### src/rtl/ratalu_pkg.sv
// Package: shared types and constants of the rational ALU.
`default_nettype none
package ratalu_pkg;
  localparam int unsigned OperandWidth = 32;
  localparam int unsigned MagWidth = 2 * OperandWidth;
  localparam int unsigned ShWidth = $clog2(MagWidth + 1);

  typedef enum logic [1:0] {
    KindAdd = 2'd0,
    KindSub = 2'd1,
    KindMul = 2'd2,
    KindDiv = 2'd3
  } kind_e;

  typedef enum logic [1:0] {
    StatusOk = 2'd0,
    StatusZeroDen = 2'd1,
    StatusOverflow = 2'd2
  } status_e;

  // classified work item handed from front to back
  typedef struct packed {
    logic [MagWidth-1:0] num_mag;
    logic num_neg;
    logic [MagWidth-1:0] den_mag;
    logic den_neg;
  } work_t;
endpackage
`default_nettype wire

### src/rtl/ratalu_fifo.sv
// Two-entry queue between front and back.
`default_nettype none
module ratalu_fifo (
  input  wire logic clk_i,
  input  wire logic rst_ni,
  input  wire logic wr_valid_i,
  output logic wr_ready_o,
  input  wire ratalu_pkg::work_t wr_data_i,
  output logic rd_valid_o,
  input  wire logic rd_ready_i,
  output ratalu_pkg::work_t rd_data_o
);
  ratalu_pkg::work_t mem_q [2];
  logic wp_q, rp_q;
  logic [1:0] cnt_q;
  logic wr, rd;

  assign wr_ready_o = cnt_q != 2'd2;
  assign rd_valid_o = cnt_q != 2'd0;
  assign rd_data_o = mem_q[rp_q];
  assign wr = wr_valid_i && wr_ready_o;
  assign rd = rd_valid_o && rd_ready_i;

  always_ff @(posedge clk_i or negedge rst_ni) begin
    if (!rst_ni) begin
      wp_q <= 1'b0;
      rp_q <= 1'b0;
      cnt_q <= 2'd0;
    end else begin
      if (wr) wp_q <= ~wp_q;
      if (rd) rp_q <= ~rp_q;
      cnt_q <= cnt_q + {1'b0, wr} - {1'b0, rd};
    end
  end

  always_ff @(posedge clk_i) begin
    if (wr) mem_q[wp_q] <= wr_data_i;
  end
endmodule
`default_nettype wire

### config.mk
export PLATFORM = sky130hd
export DESIGN_NAME = ratalu_fifo
export DESIGN_NICKNAME = d
export VERILOG_FILES = /design/src/rtl/ratalu_pkg.sv /design/src/rtl/ratalu_fifo.sv
export SDC_FILE = /design/constraint.sdc
export NUM_CORES = 1
export LEC_CHECK = 0
export BUFFER_PORTS_ARGS = -buffer_cell sky130_fd_sc_hd__buf_4
export CAP_MARGIN = 20
export CORE_MARGIN = 2
export CORE_UTILIZATION = 30
export CTS_CLUSTER_SIZE = 14
export DETAILED_ROUTE_END_ITERATION = 6
export GPL_TIMING_DRIVEN = 1
export PLACE_DENSITY = 0.48
export SLEW_MARGIN = 30
export SYNTH_ARGS = -nofsm -noshare
export SYNTH_HDL_FRONTEND = slang
export SYNTH_SLANG_ARGS = --single-unit
### constraint.sdc
create_clock -name clk_i -period 8.85 [get_ports clk_i]
set_input_delay 1.3275 -clock clk_i [delete_from_list [all_inputs] [get_ports clk_i]]
set_output_delay 1.3275 -clock clk_i [all_outputs]
set_load 0.02 [all_outputs]
Word-level counts from Yosys, hierarchy flattened --
Memory sizes are Yosys's and may differ from the RTL's. Index checks and enable logic that the tools add are counted.
Word-level totals: output and inout port bits 132, memories 1, word-level logic and storage cells 14, register bits 4, RAM bits 260
Memory list:
- mem_q | words 2, bits a word 130, rd ports 1, clocked after Yosys merged registers in 0, write ports 1, RTL line ratalu_fifo.sv:13 | ratalu_pkg::work_t mem_q [2];
Cells by class: muxes and demuxes 2, add/sub/neg operators 2, reductions and logical operators 3, equal/unequal tests 1, bitwise operators 2
Operator list (number):
- $add 2x1->2 | 1
- $logic_and 1x1->1 | 2
- $mux 1 | 2
- $ne 2x2->1 const B | 1
- $not 1->1 | 2
- $reduce_bool 2->1 | 1
- $sub 2x1->2 | 1

Depth between registers and ports, before layout --
depth after elaboration 4, mapped depth 7, mapped depth without buffers 7

Worst setup path after synthesis --
No wires, ideal clock.
path kind input to register, start input port wr_valid_i, end memory mem_q[0][0] (netlist name), enable pin, data arrival time 6829 ps, setup time 621 ps, path slack 1400 ps, cell stages on the path 2, path through nand2_1 > nor2_1
On the way: word-level cells in the longest chain between the ends 3
Ends and longest elaborated chain:
- start, declared | RTL line ratalu_fifo.sv:6 | input wire logic wr_valid_i,
- $logic_and 1x1->1 | RTL line ratalu_fifo.sv:21 | assign wr = wr_valid_i && wr_ready_o;
- $mux 1 | RTL line ratalu_fifo.sv:37 | if (wr) mem_q[wp_q] <= wr_data_i;
- $mux 1 (implied by the code) | RTL line ratalu_fifo.sv:37
- end, declared | RTL line ratalu_fifo.sv:13
Every way passes these cells.

==> flow_metrics.py <==
metrics = {
    "outcome": {
        "outcome": "complete, no violations",
    },
    "grt": {
        "grt_pass1_vias": 5336,
        "grt_usage_pct": 11.4,
        "antenna_found_initial": 0,
        "grt_max_degree": 68,
        "overflow": 0,
        "grt_pass1_wl_um": 29800,
    },
    "timing": {
        "slew_headroom_pct": 37.9,
        "skew_ps": 7.90,
        "rsz0062_at_grt": "no",
        "hold_violations": 0,
        "setup_viol": 0,
        "tightest_slew_ps": 932,
        "finalCriticalPeriod_ps": 4130,
        "hold_ws_ps": 530,
        "finalCritPeriodShare_pct": 46.7,
        "finalSetupTns_ps": 0,
        "fmax_mhz": 242,
        "timing.final.max_slew_violations": 0,
    },
    "routing": {
        "route.vias.total": 4928,
        "viasPerCell": 4.19,
        "wirelength_um": 20800,
        "post-route-drc-count": 0,
        "dr.pass1.iters": 4,
        "ant_nets": 0,
        "wire_per_inst_um": 17.6,
        "drt_iter0_markers": 268,
    },
    "logic_synthesis": {
        "synth_top_area_cell": "edfxtp_1",
        "syn-num-nets": 558,
        "synth_area_per_cell_um2": 23.6,
        "ys_ff_latch": 264,
        "seq_area_frac_synth_pct": 79.4,
        "ys_top_cells_by_area": "edfxtp_1 78%, mux2_4 14%, mux2_2 4.5%",
        "syn_area_mm2": 0.00995,
        "synth.distinct_cells": 17,
        "netlist.area_leader.share_pct": 78.4,
        "yosys_warnings": 0,
        "syn_inst": 422,
    },
    "setup_path": {
        "crit_required_ps": 7520,
        "cp_top_family": "buffers and inverters",
        "cpMostUsedCell": "buf_4",
        "cp_slowest_stage_delay_ps": 810,
        "crit_path_cell_trace": "buf_4, mux2_2, buf_4",
        "critical_path.startpoint_type": "flip-flop",
        "critPathCaptureType": "output port",
        "cp_slowest_cell": "dfrtp_4",
        "crit_fanout": 59,
        "crit_type": "reg2out",
        "worstPathArrival_ps": 2800,
        "path_buf_inv": 2,
    },
    "cts": {
        "htree_levels": 1,
        "cts_root_buf": "clkbuf_16",
        "cts_hold_buf": 0,
        "insertion_delay_ps": 540,
        "postCtsSetupBuffers": 0,
        "clk_path_buf_depth": 3,
        "postCtsResizedCells": 0,
        "clock-sinks": 264,
        "numCtsBuffers": 30,
        "clkTransAtPathRegs_ps": 60,
        "cts_tree": "done",
    },
    "cells_and_area": {
        "final_area_mm2": 0.0135,
        "seq_area_mm2": 0.00791,
        "layout-drive-gt1-share_pct": 61.4,
        "final_nets": 846,
        "fillers": 2968,
        "syn2layout_area_growth_pct": 35.7,
        "multi_input_comb_area_mm2": 0.00191,
        "n_antenna_cell": 0,
    },
    "placed_design": {
        "io_buffers": 265,
        "dp_hpwl_um": 13700,
        "place_congestion": 0.736,
        "detailed_place.area_mm2": 0.0124,
    },
    "floorplanning": {
        "start_util_pct": 30.5,
        "die_area_mm2": 0.0347,
        "die_h_um": 186,
        "die-width_um": 186,
        "num_rows": 66,
        "io_pins": 266,
        "core_mm2": 0.0326,
    },
    "power_and_ir_drop": {
        "ir_drop_mv": 0.165,
        "p_per_area_mw_per_mm2": 356,
        "p_leak_nw": 5.23,
    },
    "min_path": {
        "min_path_type": "reg2reg",
    },
    "run": {
        "drv_cap": 0,
    },
}
-- where the power goes --
group / internal [mW] / switching [mW] / total [mW]
Clock: 0.841 / 0.476 / 1.32
Sequential: 1.71 / 0.105 / 1.82
Combinational: 0.799 / 0.870 / 1.67
-- synth_stat cells --
cell / instances
nand2_1: 1
ha_1: 2
mux2_4: 90
buf_2: 4
and3_1: 1
xnor2_1: 3
buf_8: 1
or2_2: 1
xor2_1: 1
mux2_2: 40
nor2_1: 1
and2_1: 1
inv_1: 1
dfrtp_1: 4
edfxtp_1: 260
nand2b_1: 1
buf_6: 10
-- cell families after synthesis --
logic type | Yosys count | synth area share (%)
muxes | 130 | 18.1
adders and majority gates | 2 | 0.251
DFF | 264 | 79.4
buffers and inverters | 16 | 1.52
xor gates and xnor gates | 4 | 0.352
and+or+nand+nor | 6 | 0.327
-- cells in the final DEF, fill, tap and decap left out --
master	instances
buf_4	269
edfxtp_1	260
mux2_4	90
mux2_2	40
clkbuf_16	31
bufinv_16	7
clkbuf_1	6
clkinv_2	5
clkinv_1	4
xnor2_1	3
dfrtp_1	3
ha_1	2
clkinvlp_4	2
or2_2	1
and2_1	1
nand2b_1	1
nand2_1	1
inv_1	1
and3_4	1
nor2_4	1
xor2_1	1
clkinv_4	1
buf_16	1
buf_6	1
dfrtp_4	1
-- registers in the layout, indices dropped and copies added, names as in the netlist --
register,cells
cnt_q,2
mem_q,260
wp_q,1
rp_q,1
-- per-layer routing --
layer | routed length [um] | GRT usage, %
met1 | 8600 | 14.1
met2 | 9940 | 19.0
met3 | 1750 | 4.01
met4 | 454 | 2.96
met5 | 0 | 0
-- final timing paths --
check / endpoint / slack [ps] / cells after the start / start
setup / recovery: rd_data_o[9] / 4720 / 3 / rp_q$_DFFE_PN0P_
hold / removal: cnt_q[0]$_DFF_PN0_ / 530 / 1 / cnt_q[0]$_DFF_PN0_
setup reg to reg: mem_q[1][30]$_DFFE_PP_ / 6350 / 4 / cnt_q[1]$_DFF_PN0_
hold reg to reg: cnt_q[0]$_DFF_PN0_ / 530 / 1 / cnt_q[0]$_DFF_PN0_
max in group asynchronous: rp_q$_DFFE_PN0P_ / 8160 / 1 / rst_ni
min in group asynchronous: cnt_q[1]$_DFF_PN0_ / 580 / 1 / rst_ni
-- metrics by stage --
stage	power, mW	cells	utilization [%]	setup WS, ps
detailed placement	3.55	1120	38.1	5240
finish	4.80	1176	41.4	4720
global placement	3.51	1119	38.0	5270
floorplan	2.97	422	-	1400
global route	5.04	1176	41.4	4550
CTS	4.89	1176	41.4	4650
-- final cells by class --
cell class              count  share of cell area, %
well taps                 442                   4.09
flip-flops and latches    264                   58.6
clock buffers              37                   5.91
clock inverters            19                   2.03
multi-input cells         142                   14.1
repair buffers            271                   15.2
inverters                   1                 0.0278
No activity file was read; power rests on OpenSTA's default activity.
