--- config.mk ---
export PLATFORM = sky130hd
export DESIGN_NAME = ratalu_back
export DESIGN_NICKNAME = d
export VERILOG_FILES = /design/src/rtl/ratalu_pkg.sv /design/src/rtl/ratalu_back.sv
export SDC_FILE = /design/constraint.sdc
export NUM_CORES = 2
export LEC_CHECK = 0
export ABC_CLOCK_PERIOD_IN_PS = 10300
export BUFFER_PORTS_ARGS = -buffer_cell sky130_fd_sc_hd__buf_2
export CORE_MARGIN = 2
export CORE_UTILIZATION = 63
export CTS_CLUSTER_DIAMETER = 60
export DETAILED_ROUTE_END_ITERATION = 10
export GPL_TIMING_DRIVEN = 0
export PLACE_DENSITY_LB_ADDON = 0.25
export SKIP_LAST_GASP = 1
export SLEW_MARGIN = 15
export SYNTH_ARGS = -nofsm -noshare
export SYNTH_HDL_FRONTEND = slang
export SYNTH_SLANG_ARGS = --single-unit
--- constraint.sdc ---
create_clock -name clk_i -period 10.3 [get_ports clk_i]
set_input_delay 0.515 -clock clk_i [delete_from_list [all_inputs] [get_ports clk_i]]
set_output_delay 0.515 -clock clk_i [all_outputs]
set_load 0.01 [all_outputs]
--- src/rtl/ratalu_pkg.sv ---
// Package: shared types and constants of the rational ALU.
`default_nettype none
package ratalu_pkg;
  localparam int unsigned OperandWidth = 32;
  localparam int unsigned MagWidth = 2 * OperandWidth;
  localparam int unsigned ShWidth = $clog2(MagWidth + 1);

  typedef enum logic [1:0] {
    KindAdd = 2'd0,
    KindSub = 2'd1,
    KindMul = 2'd2,
    KindDiv = 2'd3
  } kind_e;

  typedef enum logic [1:0] {
    StatusOk = 2'd0,
    StatusZeroDen = 2'd1,
    StatusOverflow = 2'd2
  } status_e;

  // classified work item handed from front to back
  typedef struct packed {
    logic [MagWidth-1:0] num_mag;
    logic num_neg;
    logic [MagWidth-1:0] den_mag;
    logic den_neg;
  } work_t;
endpackage
`default_nettype wire

--- src/rtl/ratalu_back.sv ---
// Back end: binary GCD, two serial divisions, range check and output register.
`default_nettype none
module ratalu_back (
  input  wire logic clk_i,
  input  wire logic rst_ni,
  input  wire logic rd_valid_i,
  output logic rd_ready_o,
  input  wire ratalu_pkg::work_t rd_data_i,
  output logic out_valid_o,
  input  wire logic out_ready_i,
  output logic [31:0] num_out_o,
  output logic [31:0] den_out_o,
  output logic [1:0] status_o
);
  localparam int unsigned W = ratalu_pkg::OperandWidth;
  localparam int unsigned M = ratalu_pkg::MagWidth;
  localparam int unsigned SW = ratalu_pkg::ShWidth;
  localparam int unsigned CW = $clog2(M);

  localparam logic [2:0] StIdle = 3'd0;
  localparam logic [2:0] StStrip = 3'd1;
  localparam logic [2:0] StLoop = 3'd2;
  localparam logic [2:0] StDivN = 3'd3;
  localparam logic [2:0] StDivD = 3'd4;
  localparam logic [2:0] StFin = 3'd5;

  logic [2:0] st_q, st_d;
  logic [M-1:0] nm_q, dm_q, x_q, y_q, g_q, rem_q, quo_q, qn_q;
  logic nn_q, dn_q;
  logic [SW-1:0] sh_q;
  logic [CW-1:0] cnt_q;
  logic ov_q;
  logic [31:0] no_q, do_q;
  logic [1:0] stat_q;

  assign rd_ready_o = (st_q == StIdle) && !ov_q;
  assign out_valid_o = ov_q;
  assign num_out_o = no_q;
  assign den_out_o = do_q;
  assign status_o = stat_q;

  // restoring division step
  logic [M:0] trial;
  logic [M-1:0] rem_sh;
  assign rem_sh = {rem_q[M-2:0], quo_q[M-1]};
  assign trial = {rem_q[M-1], rem_sh} - {1'b0, g_q};

  logic [M-1:0] ysub;
  logic xgy;
  assign xgy = x_q > y_q;

  function automatic logic fits(input logic [M-1:0] mag, input logic neg);
    logic [M-1:0] lim;
    lim = M'(1) << (W - 1);
    return neg ? (mag <= lim) : (mag < lim);
  endfunction

  function automatic logic [31:0] to_field(input logic [M-1:0] mag, input logic neg);
    logic [W-1:0] v;
    v = neg ? (~mag[W-1:0] + 1'b1) : mag[W-1:0];
    return {{(32 - W){v[W-1]}}, v};
  endfunction

  always_comb begin
    ysub = y_q - x_q;
    st_d = st_q;
    unique case (st_q)
      StIdle: if (rd_valid_i && rd_ready_o) st_d = StStrip;
      StStrip: begin
        if (dm_q == '0) st_d = StFin;
        else if (nm_q == '0) st_d = StDivN;
        else if (x_q[0] || y_q[0]) st_d = StLoop;
      end
      StLoop: if (y_q == '0 && x_q[0]) st_d = StDivN;
      StDivN: if (cnt_q == '0) st_d = StDivD;
      StDivD: if (cnt_q == '0) st_d = StFin;
      StFin: st_d = StIdle;
      default: st_d = StIdle;
    endcase
  end

  always_ff @(posedge clk_i or negedge rst_ni) begin
    if (!rst_ni) begin
      st_q <= StIdle;
      ov_q <= 1'b0;
    end else begin
      st_q <= st_d;
      if (st_q == StFin) ov_q <= 1'b1;
      else if (out_ready_i) ov_q <= 1'b0;
    end
  end

  always_ff @(posedge clk_i) begin
    unique case (st_q)
      StIdle: begin
        if (rd_valid_i && rd_ready_o) begin
          nm_q <= rd_data_i.num_mag; nn_q <= rd_data_i.num_neg;
          dm_q <= rd_data_i.den_mag; dn_q <= rd_data_i.den_neg;
          x_q <= rd_data_i.num_mag; y_q <= rd_data_i.den_mag;
          sh_q <= '0;
        end
      end
      StStrip: begin
        if (nm_q == '0) begin
          g_q <= dm_q;
        end else if (!(x_q[0] || y_q[0])) begin
          x_q <= x_q >> 1; y_q <= y_q >> 1; sh_q <= sh_q + 1'b1;
        end
        rem_q <= '0; quo_q <= nm_q; cnt_q <= CW'(M - 1);
      end
      StLoop: begin
        // x made odd first, then y reduced; one shift or subtract per cycle
        if (!x_q[0]) x_q <= x_q >> 1;
        else if (y_q == '0) begin
          g_q <= x_q << sh_q;
        end else if (!y_q[0]) y_q <= y_q >> 1;
        else if (xgy) begin
          x_q <= y_q; y_q <= x_q - y_q;
        end else y_q <= ysub;
        rem_q <= '0; quo_q <= nm_q; cnt_q <= CW'(M - 1);
      end
      StDivN, StDivD: begin
        if (!trial[M]) rem_q <= trial[M-1:0];
        else rem_q <= rem_sh;
        quo_q <= {quo_q[M-2:0], ~trial[M]};
        cnt_q <= cnt_q - 1'b1;
        if (cnt_q == '0) begin
          rem_q <= '0;
          quo_q <= dm_q;
          cnt_q <= CW'(M - 1);
          if (st_q == StDivN) qn_q <= {quo_q[M-2:0], ~trial[M]};
          else x_q <= {quo_q[M-2:0], ~trial[M]};
        end
      end
      StFin: begin
        no_q <= '0; do_q <= '0;
        if (dm_q == '0) stat_q <= ratalu_pkg::StatusZeroDen;
        else if (!fits(qn_q, nn_q) || !fits(x_q, dn_q))
          stat_q <= ratalu_pkg::StatusOverflow;
        else begin
          stat_q <= ratalu_pkg::StatusOk;
          no_q <= to_field(qn_q, nn_q);
          do_q <= to_field(x_q, dn_q);
        end
      end
      default: ;
    endcase
  end
endmodule
`default_nettype wire

# Yosys cells after proc, flatten, opt, wreduce, memory -nomap -nowiden
# Cells that the tools add are included.
# word_totals
regBits	597
latchBits	0
ramBits	0
romBits	0
input_bits	134
out_inout_bits	68
elab_cells	133
mem_count	0
# op_classes
add_sub_neg	7
mul	0
n_div	0
n_lt_le_gt_ge	5
eq_ne	21
shifts	1
n_mux	48
n_bitwise	3
n_reduce_logical	30
# op_table
cell	count
two-way mux 64 bit	22
case mux 64 bit (2 select lines)	3
case mux 64 bit (4 select lines)	1
logical NOT 64 bit	3
case mux 64 bit (3 select lines)	1
<= comparator 64 x 32 -> 1 bit, second input constant	2
< comparator 64 x 32 -> 1 bit, second input constant	2
subtractor 64 bit	2
subtractor 65 x 64 -> 65 bit	1
adder 32 x 1 -> 32 bit, second input constant	2
greater-than comparator 64 bit	1
two-way mux 32 bit	2
inverter 32 bit	2
<< shifter 64 x 7 -> 64 bit	1
!= test 2 bit, second input constant	11
two-way mux 3 bit	7
two-way mux 7 bit	3
case mux 3 bit (5 select lines)	1
case mux 7 bit (2 select lines)	1
case mux 6 bit (2 select lines)	1
AND reduction 6 bit	2
!= test 3 bit, second input constant	3
AND reduction 9 bit	1
AND reduction 4 bit	2
23 further kinds	38

# Depth between registers and ports, before layout
# depth
word_depth	6
mapped_depth	17
mapped_depth_nobuf	15

# Worst setup path before layout
# No wires, ideal clock.
# synth_path
path_kind	reg2reg
start	register x_q[24]
end	register x_q[10], enable pin
setup_time_ns	0.562
arrival_ns	7.019
required_ns	9.738
setup_slack_ns	2.719
stages_incl_launch_ff	15
path_buffers	3
synth_period_minus_slack_ns	7.581
path_cell_list	edfxtp_1 inv_1 ha_1 clkbuf_1 nand4_1 nor4_1 a21oi_1 nand2_1 a211o_1 a31oi_1 buf_2 buf_2 o21ai_0 a21oi_1 nor3_1
# synth_between
elab_chain_cells	3
# synth_lines
item	line	source
start: declaration	ratalu_back.sv:28	logic [M-1:0] nm_q, dm_q, x_q, y_q, g_q, rem_q, quo_q, qn_q;
start signal: assignment	ratalu_back.sv:99	x_q <= rd_data_i.num_mag; y_q <= rd_data_i.den_mag;
start signal: assignment	ratalu_back.sv:107	x_q <= x_q >> 1; y_q <= y_q >> 1; sh_q <= sh_q + 1'b1;
start signal: assignment	ratalu_back.sv:113	if (!x_q[0]) x_q <= x_q >> 1;
greater-than comparator 64 bit	ratalu_back.sv:50	assign xgy = x_q > y_q;
!= test 3 bit (no line)	n/a	
AND reduction 9 bit (no line)	n/a	
# No other way between the ends.
# A chain may end at the register's enable or synchronous reset.

# Worst setup path in the final report
# layout_path
start	register x_q[0]
end	register x_q[63], enable pin
# layout_between
elab_chain_cells	3
word_cells_on_any_way	7
classes_between	1 x order compare; 4 x eq/ne; 2 x reduce/logical
# layout_lines
item	line
greater-than comparator 64 bit or logical OR 1 bit (tied branches)	ratalu_back.sv:50, ratalu_back.sv:106
!= test 3 bit (no line) or != test 2 bit (tied branches)	n/a
AND reduction 9 bit (no line) *	n/a
# Mark *: on every way between the ends. The rest lies on a longest branch, timed or not.

==> flow_metrics.py <==
metrics = {
    "run_status": {
        "outcome": "finished, final reports clean",
    },
    "route": {
        "vias": 38702,
        "drtPass1Iterations": 9,
        "route.detailed.drc": 0,
        "wl_per_cell_um": 30.3,
        "drtAntennaViolNets": 0,
        "drt_iter0_markers": 6535,
        "vias_per_cell": 7.14,
        "totalWireLength_um": 164000,
    },
    "layout": {
        "utilization": 0.710,
        "fin_nets": 4844,
        "drive_above_1_share": 0.114,
        "synthToLayoutAreaGrowth_pct": 11.3,
        "stdcell_area_um2": 45900,
        "nFillCells": 4826,
    },
    "cts": {
        "cts_tree": "yes",
        "insertion_delay_ns": 0.63,
        "numClockSinks": 597,
        "cts_made_buffers": 67,
        "clockBufferDepth": 3,
        "clk_pin_slew_worst_paths_ns": 0.06,
        "cts_resized": 0,
        "h-tree-depth": 3,
        "cts_setup_buffers": 0,
        "cts_root_buffer": "clkbuf_16",
    },
    "synthesis": {
        "synth_edf_count": 593,
        "synth_area_leaders": "edfxtp_1 (43%), ha_1 (6.0%), nand2_1 (5.0%), o21ai_0 (4.2%), a21oi_1 (4.1%)",
        "yosysSeqAreaShare": 0.435,
        "synth_flop_cell": "edfxtp_1",
        "yosys_register_bits": 597,
        "ys_warn_count": 0,
        "ys_async_sr_fraction": 0.00670,
        "synthTopCellsByCount": "edfxtp_1 (593), nand2_1 (554), o21ai_0 (349), a21oi_1 (338), inv_1 (248)",
        "synth_area_um2": 41200,
        "yosysMostFrequentCell": "edfxtp_1",
        "avgSynthCellArea_um2": 9.77,
        "syn-num-nets": 4551,
        "netlist_instances": 4216,
        "synth_largest_area_cell": "edfxtp_1",
        "synth.top_cell.area_share": 0.432,
        "synth_cell_types": 85,
    },
    "die": {
        "rows": 93,
        "fp.dieW_um": 260,
        "start_util": 0.638,
        "die_h_um": 260,
        "die-area_um2": 67400,
        "coreArea_um2": 64600,
        "num_io_pins": 202,
    },
    "timing": {
        "hold_slack_ns": 0.0691,
        "hold_violations": 0,
        "slew_headroom": 0.174,
        "finalClockSkew_ns": 0.0216,
        "worst_pin_slew_ns": 1.23,
        "finalCriticalPeriod_ns": 7.17,
        "slew_violations": 0,
        "max_freq_ghz": 0.139,
        "finalCritPeriodShare": 0.696,
        "rsz0062_at_grt": "no",
        "finalSetupViolCount": 0,
    },
    "place": {
        "io_buffer_count": 201,
        "place_hpwl_um": 128000,
        "dpl_cell_area_um2": 43600,
        "gp_congestion": 1.06,
    },
    "setup_path": {
        "r2r_start": "x_q[0]$_DFFE_PP_",
        "cp.arrival_ns": 7.54,
        "cp-end-kind": "register",
        "critPathMaxFanout": 11,
        "cpMaxStageDelayCell": "a31oi_1",
        "regToRegSetupSlack_ns": 3.13,
        "reg2reg_depth": 20,
        "required_ns": 10.67,
        "crit_chain": "clkbuf_1 > inv_1 > ha_1 > inv_1 > fa_1 > a211oi_1 > nor2_1 > a21oi_1 > o21ai_0 > a211o_1 > a31oi_1 > buf_2 > buf_2 > o21ai_0 > a21oi_1 > nor3_2 > buf_6 > buf_4 > buf_4 > buf_4",
        "start_kind": "register",
        "rr_endpoint": "x_q[63]$_DFFE_PP_",
        "slowest_delay_ns": 0.73,
        "critPathKind": "register to register",
        "crit_top_cell": "buf_4",
    },
    "grt": {
        "grt_pass1_vias": 36978,
        "grt_usage": 0.480,
        "antenna_found_initial": 7,
        "grt_max_degree": 91,
        "grt_first_pass_wirelength_um": 237000,
        "overflow": 0,
    },
    "hold_path": {
        "whs_path_depth": 1,
        "min_from": "rd_data_i[65]",
        "min_to": "nn_q$_DFFE_PP_",
        "hp-class": "input pin to register",
    },
    "run": {
        "cap_violations": 0,
    },
}
-- layout by cell type (no fill, tap or decap), types with 74 or more instances in the layout --
master	n
edfxtp_1	593
nand2_1	554
o21ai_0	349
a21oi_1	338
inv_1	247
clkbuf_1	225
buf_2	224
ha_1	198
nor2_1	173
mux2i_1	130
xnor2_1	104
a22o_1	91
a21o_1	87
nand4_1	75
xor2_1	75
nor4_1	74
-- area by class of cell --
type	instances	area [um2]	share of cell area
Antenna cell	3	7.51	0.000164
Tap cell	855	1070	0.0233
Timing Repair Buffer	224	1320	0.0287
Sequential cell	597	17900	0.390
Buffer	268	1130	0.0247
Clock buffer	80	1730	0.0376
Multi-Input combinational cell	3097	21300	0.464
Inverter	254	963	0.0210
Clock inverter	41	459	0.0100
-- layer usage --
| layer | part of all wire | track usage |
|---|---|---|
| met4 | 0.086 | 0.335 |
| met2 | 0.42 | 0.713 |
| met1 | 0.34 | 0.596 |
| met3 | 0.15 | 0.155 |
| met5 | 0.00036 | 0 |
-- per-stage QoR --
step / TNS [ns] / std cells / worst slack, ns
floorplan: 0 / 4216 / 2.72
global placement: -69.26 / 5272 / -1.11
detailed placement: 0 / 5293 / 3.61
CTS: 0 / 5415 / 3.48
global route: 0 / 5416 / 3.17
finish: 0 / 5419 / 3.13
-- cell families after synthesis --
family          after synthesis  share of synthesized area
compound gates             1317                      0.207
buf+inv                     522                     0.0508
fa+ha+maj                   201                     0.0616
simple gates               1195                      0.142
xor+xnor                    179                     0.0381
flops                       597                      0.435
mux                         205                     0.0661
-- flip-flops by register name, indices dropped and copies added, names as in the netlist --
name,cells
dn_q,1
sh_q,7
num_out_o,32
y_q,64
st_q,3
nn_q,1
x_q,64
out_valid_o,1
nm_q,64
rem_q,64
dm_q,64
g_q,64
qn_q,64
status_o,2
den_out_o,32
quo_q,64
cnt_q,6
-- repair_timing --
action / CTS / global route
endpoints found under the hold margin: 4 / 0
hold buffers: 1 / 0
setup endpoints to repair: 0 / 0
-- worst max-delay path by stage --
stage / start / endpoint / slack (ns) / depth (start not counted)
3_5_place_dp: x_q[0]$_DFFE_PP_ / x_q[59]$_DFFE_PP_ / 3.61 / 20
4_1_cts: x_q[0]$_DFFE_PP_ / x_q[59]$_DFFE_PP_ / 3.48 / 20
6_report: x_q[0]$_DFFE_PP_ / x_q[63]$_DFFE_PP_ / 3.13 / 20
3_3_place_gp: x_q[0]$_DFFE_PP_ / x_q[59]$_DFFE_PP_ / -1.11 / 16
5_1_grt: x_q[0]$_DFFE_PP_ / x_q[54]$_DFFE_PP_ / 3.17 / 20
2_1_floorplan: x_q[24]$_DFFE_PP_ / x_q[10]$_DFFE_PP_ / 2.72 / 14
-- critical path, delay by kind of cell (launching register included) --
kind,cells,cell delay (ns)
flip-flops,1,0.47
buffers and inverters,9,2.69
AO/OA/AOI/OAI,7,2.74
adder cells (fa/ha/maj),2,0.72
AND/OR/NAND/NOR,2,0.25
Power is not shown: default switching activity piles up to over one toggle a cycle in this logic, so the estimate is an artifact.
